[src/design/mrta_pkg.sv]
// ----------------------------------------------------------------------------
// mrta_pkg: shared types and constants of the duration accumulator
// Digit widths, action and unit codes and the radix helper.
// ----------------------------------------------------------------------------
package mrta_pkg;

    localparam int unsigned YEAR_W  = 16;
    localparam int unsigned DIGIT_W = 10;
    localparam int unsigned AMT_W   = 32;
    localparam int unsigned NUM_RAD = 6;

    typedef enum logic [1:0] {
        ACT_ADD = 2'd0,
        ACT_SUB = 2'd1,
        ACT_SET = 2'd2,
        ACT_CMP = 2'd3
    } action_t;

    localparam logic [2:0] UNIT_SEC   = 3'd4;
    localparam logic [2:0] UNIT_MILLI = 3'd5;
    localparam logic [2:0] UNIT_MICRO = 3'd6;

    localparam logic [1:0] ORD_EQ = 2'd0;
    localparam logic [1:0] ORD_GT = 2'd1;
    localparam logic [1:0] ORD_LT = 2'd2;

    // Radix of a register value: zero means 1024.
    function automatic logic [DIGIT_W:0] eff_radix(input logic [DIGIT_W-1:0] r);
        eff_radix = (r == '0) ? {1'b1, {DIGIT_W{1'b0}}} : {1'b0, r};
    endfunction

endpackage

[src/design/mrta_div.sv]
// ----------------------------------------------------------------------------
// mrta_div: bit-serial restoring divider
// Divides a 32-bit dividend by an 11-bit radix, one quotient bit per cycle.
// ----------------------------------------------------------------------------
module mrta_div
    import mrta_pkg::*;
(
    input  logic                aclk,
    input  logic                aresetn,
    input  logic                start,
    input  logic [AMT_W-1:0]    dividend,
    input  logic [DIGIT_W:0]    divisor,
    output logic                done,
    output logic [AMT_W-1:0]    quotient,
    output logic [DIGIT_W:0]    remainder
);

    localparam int unsigned CNT_W = $clog2(AMT_W + 1);

    logic [AMT_W-1:0]   q_reg, q_next;
    logic [DIGIT_W+1:0] r_reg, r_next;
    logic [CNT_W-1:0]   cnt_reg, cnt_next;
    logic               run_reg, run_next;
    logic               done_reg, done_next;
    logic [DIGIT_W+1:0] trial;
    logic [DIGIT_W+1:0] shifted;

    always_comb begin
        q_next    = q_reg;
        r_next    = r_reg;
        cnt_next  = cnt_reg;
        run_next  = run_reg;
        done_next = 1'b0;
        shifted   = {r_reg[DIGIT_W:0], q_reg[AMT_W-1]};
        trial     = shifted - {1'b0, divisor};
        if (start) begin
            q_next   = dividend;
            r_next   = '0;
            cnt_next = CNT_W'(AMT_W);
            run_next = 1'b1;
        end else if (run_reg) begin
            // restore when the trial goes negative
            if (!trial[DIGIT_W+1]) begin
                r_next = trial;
                q_next = {q_reg[AMT_W-2:0], 1'b1};
            end else begin
                r_next = shifted;
                q_next = {q_reg[AMT_W-2:0], 1'b0};
            end
            cnt_next = cnt_reg - CNT_W'(1);
            if (cnt_reg == CNT_W'(1)) begin
                run_next  = 1'b0;
                done_next = 1'b1;
            end
        end
    end

    always_ff @(posedge aclk) begin
        q_reg <= q_next;
        r_reg <= r_next;
        if (!aresetn) begin
            cnt_reg  <= '0;
            run_reg  <= 1'b0;
            done_reg <= 1'b0;
        end else begin
            cnt_reg  <= cnt_next;
            run_reg  <= run_next;
            done_reg <= done_next;
        end
    end

    assign done      = done_reg;
    assign quotient  = q_reg;
    assign remainder = r_reg[DIGIT_W:0];

endmodule

[src/design/mixed_radix_time_accumulator.sv]
// ----------------------------------------------------------------------------
// mixed_radix_time_accumulator: seven-digit mixed-radix duration accumulator
// Adds, subtracts, sets or compares durations against a stored value.
// ----------------------------------------------------------------------------
// Channel | Direction | Fields (low bit up)
// s_axis  | in        | tdata: amount[31:0], unit[34:32]; tuser: action[1:0]
// m_axis  | out       | tdata: years, days, hours, minutes, seconds, millis,
//         |           |        micros (10 each above years); tuser: order[1:0]
// cfg     | in        | cfg_we, cfg_addr[2:0], cfg_wdata[9:0]
//
// Flow: each item takes one radix division per digit on the shared
// bit-serial divider (up to six divisions), then a digit pass that adds or
// subtracts from micros up to years (a single compare step for compare).
// Reset clears all digits and restores the radix registers.
// s_axis_tready is low while an item is in work or its result waits; the
// result register holds until m_axis_tready.
// ----------------------------------------------------------------------------
module mixed_radix_time_accumulator
    import mrta_pkg::*;
(
    input  logic        aclk,
    input  logic        aresetn,
    input  logic        s_axis_tvalid,
    output logic        s_axis_tready,
    input  logic [39:0] s_axis_tdata,   // amount[31:0], unit[34:32], zero pad
    input  logic [1:0]  s_axis_tuser,   // action[1:0]
    output logic        m_axis_tvalid,
    input  logic        m_axis_tready,
    output logic [79:0] m_axis_tdata,   // years, days, hours, minutes, seconds,
                                        // millis, micros, zero pad
    output logic [1:0]  m_axis_tuser,   // order[1:0]
    input  logic        cfg_we,
    input  logic [2:0]  cfg_addr,
    input  logic [9:0]  cfg_wdata
);

    typedef enum logic [4:0] {
        ST_IDLE  = 5'b00001,
        ST_DIV   = 5'b00010,
        ST_WAIT  = 5'b00100,
        ST_DIGIT = 5'b01000,
        ST_OUT   = 5'b10000
    } state_t;

    state_t state_reg, state_next;

    logic [DIGIT_W-1:0] radix_reg [NUM_RAD];
    logic [YEAR_W-1:0]  year_reg, year_next;
    logic [DIGIT_W-1:0] dig_reg [NUM_RAD];
    logic [DIGIT_W-1:0] dig_next [NUM_RAD];
    logic [DIGIT_W-1:0] sd_reg [NUM_RAD];     // split digits, day..micro
    logic [DIGIT_W-1:0] sd_next [NUM_RAD];
    logic [AMT_W-1:0]   rest_reg, rest_next;
    logic [2:0]         k_reg, k_next;        // digit position, 0..6 (0 is years)
    logic [1:0]         act_reg, act_next;
    logic               cy_reg, cy_next;      // carry or borrow
    logic [1:0]         ord_reg, ord_next;
    logic               ord_set_reg, ord_set_next;
    logic               out_v_reg, out_v_next;

    logic               div_start;
    logic               div_done;
    logic               div_busy;
    logic [AMT_W-1:0]   quo;
    logic [DIGIT_W:0]   rem;
    logic [DIGIT_W:0]   cur_rad;
    logic [2:0]         in_unit;
    logic [AMT_W-1:0]   in_amt;

    assign cur_rad = eff_radix(radix_reg[k_reg - 3'd1]);

    mrta_div u_div (
        .aclk      (aclk),
        .aresetn   (aresetn),
        .start     (div_start),
        .dividend  (rest_reg),
        .divisor   (cur_rad),
        .done      (div_done),
        .quotient  (quo),
        .remainder (rem)
    );

    assign div_busy = (state_reg == ST_WAIT);

    // Radix registers.
    always_ff @(posedge aclk) begin
        if (!aresetn) begin
            radix_reg[0] <= 10'd365;
            radix_reg[1] <= 10'd24;
            radix_reg[2] <= 10'd60;
            radix_reg[3] <= 10'd60;
            radix_reg[4] <= 10'd1000;
            radix_reg[5] <= 10'd1000;
        end else if (cfg_we && cfg_addr < 3'(NUM_RAD)) begin
            radix_reg[cfg_addr] <= cfg_wdata;
        end
    end

    logic [DIGIT_W+1:0] sum;
    logic [DIGIT_W+1:0] take;
    logic [DIGIT_W-1:0] cur;
    logic [DIGIT_W-1:0] sd;
    logic [YEAR_W-1:0]  yd;

    always_comb begin
        state_next   = state_reg;
        year_next    = year_reg;
        dig_next     = dig_reg;
        sd_next      = sd_reg;
        rest_next    = rest_reg;
        k_next       = k_reg;
        act_next     = act_reg;
        cy_next      = cy_reg;
        ord_next     = ord_reg;
        ord_set_next = ord_set_reg;
        out_v_next   = out_v_reg;
        div_start    = 1'b0;
        in_unit      = (s_axis_tdata[34:32] == 3'd7) ? UNIT_MICRO : s_axis_tdata[34:32];
        in_amt       = s_axis_tdata[31:0];
        cur          = dig_reg[k_reg - 3'd1];
        sd           = sd_reg[k_reg - 3'd1];
        sum          = '0;
        take         = '0;
        yd           = rest_reg[YEAR_W-1:0];
        case (state_reg)
            ST_IDLE: begin
                if (s_axis_tvalid) begin
                    act_next = s_axis_tuser;
                    for (int i = 0; i < NUM_RAD; i++) sd_next[i] = '0;
                    if (action_t'(s_axis_tuser) == ACT_CMP) begin
                        k_next    = UNIT_MILLI;
                        rest_next = in_amt;
                    end else begin
                        k_next    = in_unit;
                        rest_next = (in_unit <= UNIT_SEC) ? {16'd0, in_amt[15:0]} : in_amt;
                    end
                    if (action_t'(s_axis_tuser) == ACT_SET) begin
                        year_next = '0;
                        for (int i = 0; i < NUM_RAD; i++) dig_next[i] = '0;
                    end
                    state_next = ST_DIV;
                end
            end
            ST_DIV: begin
                // split one digit per division, from the item's unit upward
                if (k_reg == 3'd0) begin
                    k_next       = 3'd6;
                    cy_next      = 1'b0;
                    ord_next     = ORD_EQ;
                    ord_set_next = 1'b0;
                    state_next   = ST_DIGIT;
                end else begin
                    div_start  = 1'b1;
                    state_next = ST_WAIT;
                end
            end
            ST_WAIT: begin
                if (div_done) begin
                    sd_next[k_reg - 3'd1] = rem[DIGIT_W-1:0];
                    rest_next  = quo;
                    k_next     = k_reg - 3'd1;
                    state_next = ST_DIV;
                end
            end
            ST_DIGIT: begin
                if (action_t'(act_reg) == ACT_CMP) begin
                    // compare from years down: first difference wins
                    if (!ord_set_reg) begin
                        if (year_reg != yd) begin
                            ord_next     = (year_reg > yd) ? ORD_GT : ORD_LT;
                            ord_set_next = 1'b1;
                        end else begin
                            for (int i = NUM_RAD - 1; i >= 0; i--) begin
                                if (dig_reg[i] != sd_reg[i]) begin
                                    ord_next = (dig_reg[i] > sd_reg[i]) ? ORD_GT : ORD_LT;
                                end
                            end
                            ord_set_next = 1'b1;
                        end
                    end
                    out_v_next = 1'b1;
                    state_next = ST_OUT;
                end else if (k_reg != 3'd0) begin
                    if (action_t'(act_reg) == ACT_SUB) begin
                        take = {2'b0, sd} + {11'd0, cy_reg};
                        if (take > {2'b0, cur}) begin
                            sum     = {2'b0, cur} + {1'b0, cur_rad} - take;
                            cy_next = 1'b1;
                        end else begin
                            sum     = {2'b0, cur} - take;
                            cy_next = 1'b0;
                        end
                    end else begin
                        sum = {2'b0, cur} + {2'b0, sd} + {11'd0, cy_reg};
                        if (sum >= {1'b0, cur_rad}) begin
                            sum     = sum - {1'b0, cur_rad};
                            cy_next = 1'b1;
                        end else begin
                            cy_next = 1'b0;
                        end
                    end
                    dig_next[k_reg - 3'd1] = sum[DIGIT_W-1:0];
                    k_next = k_reg - 3'd1;
                end else begin
                    if (action_t'(act_reg) == ACT_SUB)
                        year_next = year_reg - yd - {15'd0, cy_reg};
                    else
                        year_next = year_reg + yd + {15'd0, cy_reg};
                    ord_next   = ORD_EQ;
                    out_v_next = 1'b1;
                    state_next = ST_OUT;
                end
            end
            ST_OUT: begin
                if (m_axis_tready) begin
                    out_v_next = 1'b0;
                    state_next = ST_IDLE;
                end
            end
            default: state_next = ST_IDLE;
        endcase
    end

    always_ff @(posedge aclk) begin
        sd_reg   <= sd_next;
        rest_reg <= rest_next;
        k_reg    <= k_next;
        act_reg  <= act_next;
        cy_reg   <= cy_next;
        if (!aresetn) begin
            state_reg   <= ST_IDLE;
            year_reg    <= '0;
            for (int i = 0; i < NUM_RAD; i++) dig_reg[i] <= '0;
            ord_reg     <= ORD_EQ;
            ord_set_reg <= 1'b0;
            out_v_reg   <= 1'b0;
        end else begin
            state_reg   <= state_next;
            year_reg    <= year_next;
            dig_reg     <= dig_next;
            ord_reg     <= ord_next;
            ord_set_reg <= ord_set_next;
            out_v_reg   <= out_v_next;
        end
    end

    assign s_axis_tready = (state_reg == ST_IDLE);
    assign m_axis_tvalid = out_v_reg;
    assign m_axis_tdata  = {4'd0, dig_reg[5], dig_reg[4], dig_reg[3], dig_reg[2],
                            dig_reg[1], dig_reg[0], year_reg};
    assign m_axis_tuser  = ord_reg;

    // Assertions.
    a_valid_state : assert property (@(posedge aclk) disable iff (!aresetn)
        m_axis_tvalid |-> state_reg == ST_OUT) else $error("result outside OUT");
    a_no_accept_busy : assert property (@(posedge aclk) disable iff (!aresetn)
        m_axis_tvalid |-> !s_axis_tready) else $error("input taken while result waits");
    a_order_zero : assert property (@(posedge aclk) disable iff (!aresetn)
        (m_axis_tvalid && action_t'(act_reg) != ACT_CMP) |-> m_axis_tuser == ORD_EQ)
        else $error("order set on non-compare");
    a_div_wait : assert property (@(posedge aclk) disable iff (!aresetn)
        div_done |-> div_busy) else $error("divider done outside wait");

endmodule

[config.mk]
export PLATFORM = sky130hd
export DESIGN_NAME = mixed_radix_time_accumulator
export DESIGN_NICKNAME = d
export VERILOG_FILES = /design/src/design/mrta_pkg.sv /design/src/design/mrta_div.sv /design/src/design/mixed_radix_time_accumulator.sv
export SDC_FILE = /design/constraint.sdc
export NUM_CORES = 1
export LEC_CHECK = 0
export ABC_AREA = 1
export BUFFER_PORTS_ARGS = -buffer_cell sky130_fd_sc_hd__buf_2
export CAP_MARGIN = 0
export CORE_UTILIZATION = 45
export DETAILED_ROUTE_END_ITERATION = 16
export REMOVE_ABC_BUFFERS = 1
export SLEW_MARGIN = 15
export SYNTH_ARGS = -nofsm -noshare
export SYNTH_HDL_FRONTEND = slang
export SYNTH_HIERARCHICAL = 1
export SYNTH_SLANG_ARGS = --single-unit
[constraint.sdc]
create_clock -name aclk -period 7.55 [get_ports aclk]
set_input_delay 0.755 -clock aclk [delete_from_list [all_inputs] [get_ports aclk]]
set_output_delay 0.755 -clock aclk [all_outputs]
set_load 0.005 [all_outputs]
==> impl_results.md <==
* Post-CTS setup buffers at 0
* Synthesis Warnings at 6
* Hold depth at 1
* Synth Instances at 2827
* Total global-route track usage at 28.9%
* Final Util at 51.0%
* Clock root buffer: clkbuf_16
* Finish-stage setup viols at 0
* R2R depth at 28
* Switching share of total power at 50.7%
* Remaining global-route overflow at 0
* RSZ-0062 raised after global routing: no
* Hold Crit Class: primary input to flip-flop
* CTS Buf Count at 38
* Initial antenna violation count at 0
* Critical path depth at 28
* Worst slack, placed at 0.844 ns
* Routed via count divided by cell count at 5.53
* Hold_buf cts at 0
* Worst Skew at 0.0222 ns
* PwrDens at 439 mW/mm2
* Final nets at 3222
* Io pins at 144
* Clk_lat worst skew at 0.57 ns
* Die Y at 222 um
* Number of routed nets with antenna violations at 0
* PostCTS Resize Cnt at 0
* Vias in the first global route at 18700
* IO buf count at 134
* Max reg flops at 80
* Reg power frac at 22.4%
* Worst path max stage delay at 0.74 ns
* Synth area leaders: edfxtp_1 29%, nand2_1 13%, ha_1 11%, dfxtp_1 9.6%, inv_1 6.4%
* Placer congestion estimate at 1.00
* Fillers at 4743
* FP Rows at 80
* Synth Register Bits at 314
* P_leak at 11.2 nW
* Area Growth Syn to Fin at 11.9%
* Min setup slack post-route at 0.575 ns
* Largest net degree at the start of global routing at 112
* CTS H-tree lvls at 2
* Combinational power share at 59.9%
* DP Wirelength at 54000 um
* DR pass1 iterations at 6
* WS Path Type: flip-flop to flip-flop
* Worst slew margin at 17.0%
* Max capacitance violation total at 0
* CTS tree: done
* Maximum vdd drop at 0.303 mV
* Sequential share of the synthesized area at 38.6%
* Fin crit period at 6.98 ns
* Worst-path maximum fanout at 18
* Starting Density at 45.6%
* Buf+Inv Stages, Crit Path at 7
* P_int at 5.26 mW
* Drc violations at 0
* Net Switching at 5.41 mW
* Chip width at 222 um
* Post-synth ARST share at 0%
* Clock Sinks at 314
* Avg WL per Cell at 19.9 um
* Post-synth EDFFs at 210
* Die area at 0.0491 mm2
* Netlist cell types at 63
* N_diodes at 0
* Post-synth top area share at 29.0%
* Post-Synthesis Cell Area at 0.0217 mm2
* Most common flop cell mapped by yosys: edfxtp_1
* Slew @ Worst Pin at 1.24 ns
* Most frequent cell after synthesis: nand2_1
* Most used cell, CP: inv_1
* Fin. max-slew vios at 0
* Top cells by count, synth: 735 x nand2_1, 372 x inv_1, 257 x a21oi_1
* First-pass GRT wire length at 110000 um
* Clk slew on worst S/H paths at 0.07 ns
* Arrival time worst endpoint at 7.46 ns
* Via count at 19900
* CP startpoint kind: flip-flop
* Setup TNS at 0 ns
* Layout cells sized above 1 at 10.3%
* Fmax at 143 MHz
* Slowest cell on crit path: o211ai_1
* Number of hold violations in the final report at 0
* CP Capture Type: flip-flop
* Core Box Area at 0.0476 mm2
* Status: finished, final reports clean
* First DRT Iteration DRCs at 2086
* Mean post-synth cell area at 7.68 um2
* Leading area contributor after synthesis: edfxtp_1
* WL final at 71800 um
* Delay-heaviest family, CP: simple AND/OR/NAND/NOR gates
* Clock buffer depth at 3
* CP required at 8.03 ns
* Clk pwr share at 17.7%
* Fin crit share at 92.4%
[stage by stage]
stage          total power, mW  hold WS (ns)  std cells  instance area [um2]
3_5_place_dp              8.65         0.469       3536                23000
5_1_grt                   11.5         0.393       3606                24300
2_1_floorplan             6.77         0.456       2757                21300
6_report                  10.7         0.409       3606                24300
3_3_place_gp              8.56         0.454       3536                23000
4_1_cts                   10.6         0.379       3606                24300
[per-layer routing]
layer / GRT usage [%] / vias to the layer above / part of all wire [%]
li1: - / 9638 / -
met1: 42.3 / 9415 / 46
met2: 44.5 / 792 / 44
met3: 4.62 / 99 / 8.1
met4: 7.03 / 0 / 2.0
met5: 0 / - / 0
[cells by family after synthesis]
family                   after synthesis  synth area share (%)
buffers and inverters                487                  8.99
other                                  1                0.0173
XOR/XNOR                              45                  1.82
AND/OR/NAND/NOR                     1259                  25.0
AO/OA/AOI/OAI                        520                  13.4
adder cells (fa/ha/maj)              201                  12.2
flip-flops                           314                  38.6
[worst register-to-register path: cells and delay by family, from the launching register on]
kind | cells | cell delay [ns]
and+or+nand+nor | 11 | 2.37
AOI/OAI and AO/OA | 7 | 1.98
buffers and inverters | 7 | 1.17
adders and majority gates | 3 | 0.99
DFF | 1 | 0.40
[power by group through the flow]
| stage | Combinational [mW] | Sequential (mW) | Clock (mW) |
|---|---|---|---|
| finish | 6.39 | 2.39 | 1.89 |
| global route | 7.07 | 2.42 | 1.98 |
| CTS | 6.27 | 2.39 | 1.91 |
| detailed placement | 6.23 | 2.42 | 0 |
| global placement | 6.15 | 2.41 | 0 |
| floorplan | 4.39 | 2.37 | 0 |
[final timing paths]
check / end / slack, ns / startpoint
min: act_reg[1] / 0.41 / s_axis_tuser[1]
max: m_axis_tdata[74] / 0.57 / k_reg[0]
min reg2reg: m_axis_tuser[1] / 0.48 / m_axis_tuser[1]
max reg2reg: m_axis_tdata[74] / 0.57 / k_reg[0]
[cell type report]
class | instances | area [um2] | share of cell area (%)
clock buffer | 52 | 1070 | 4.42
clock inverter | 18 | 190 | 0.783
inverter | 394 | 1480 | 6.09
multi-input combinational | 2049 | 11500 | 47.3
sequential | 314 | 8390 | 34.5
tap | 615 | 769 | 3.17
timing repair buffer | 164 | 896 | 3.69
[cell usage in the layout (no fill, tap or decap), types with 13 or more instances in the layout]
cell type,count
a21oi_1,257
a22o_1,17
buf_2,134
buf_4,30
clkbuf_16,39
clkinv_1,13
conb_1,24
dfxtp_1,104
edfxtp_1,210
fa_1,18
ha_1,183
inv_1,371
inv_2,16
nand2_1,735
nand2_2,29
nand3_1,195
nand3b_1,16
nand4_1,30
nor2_1,177
nor3_1,22
o21ai_0,145
o21ai_1,22
xor2_1,35
Note: power is estimated with default switching activity, not from simulation.
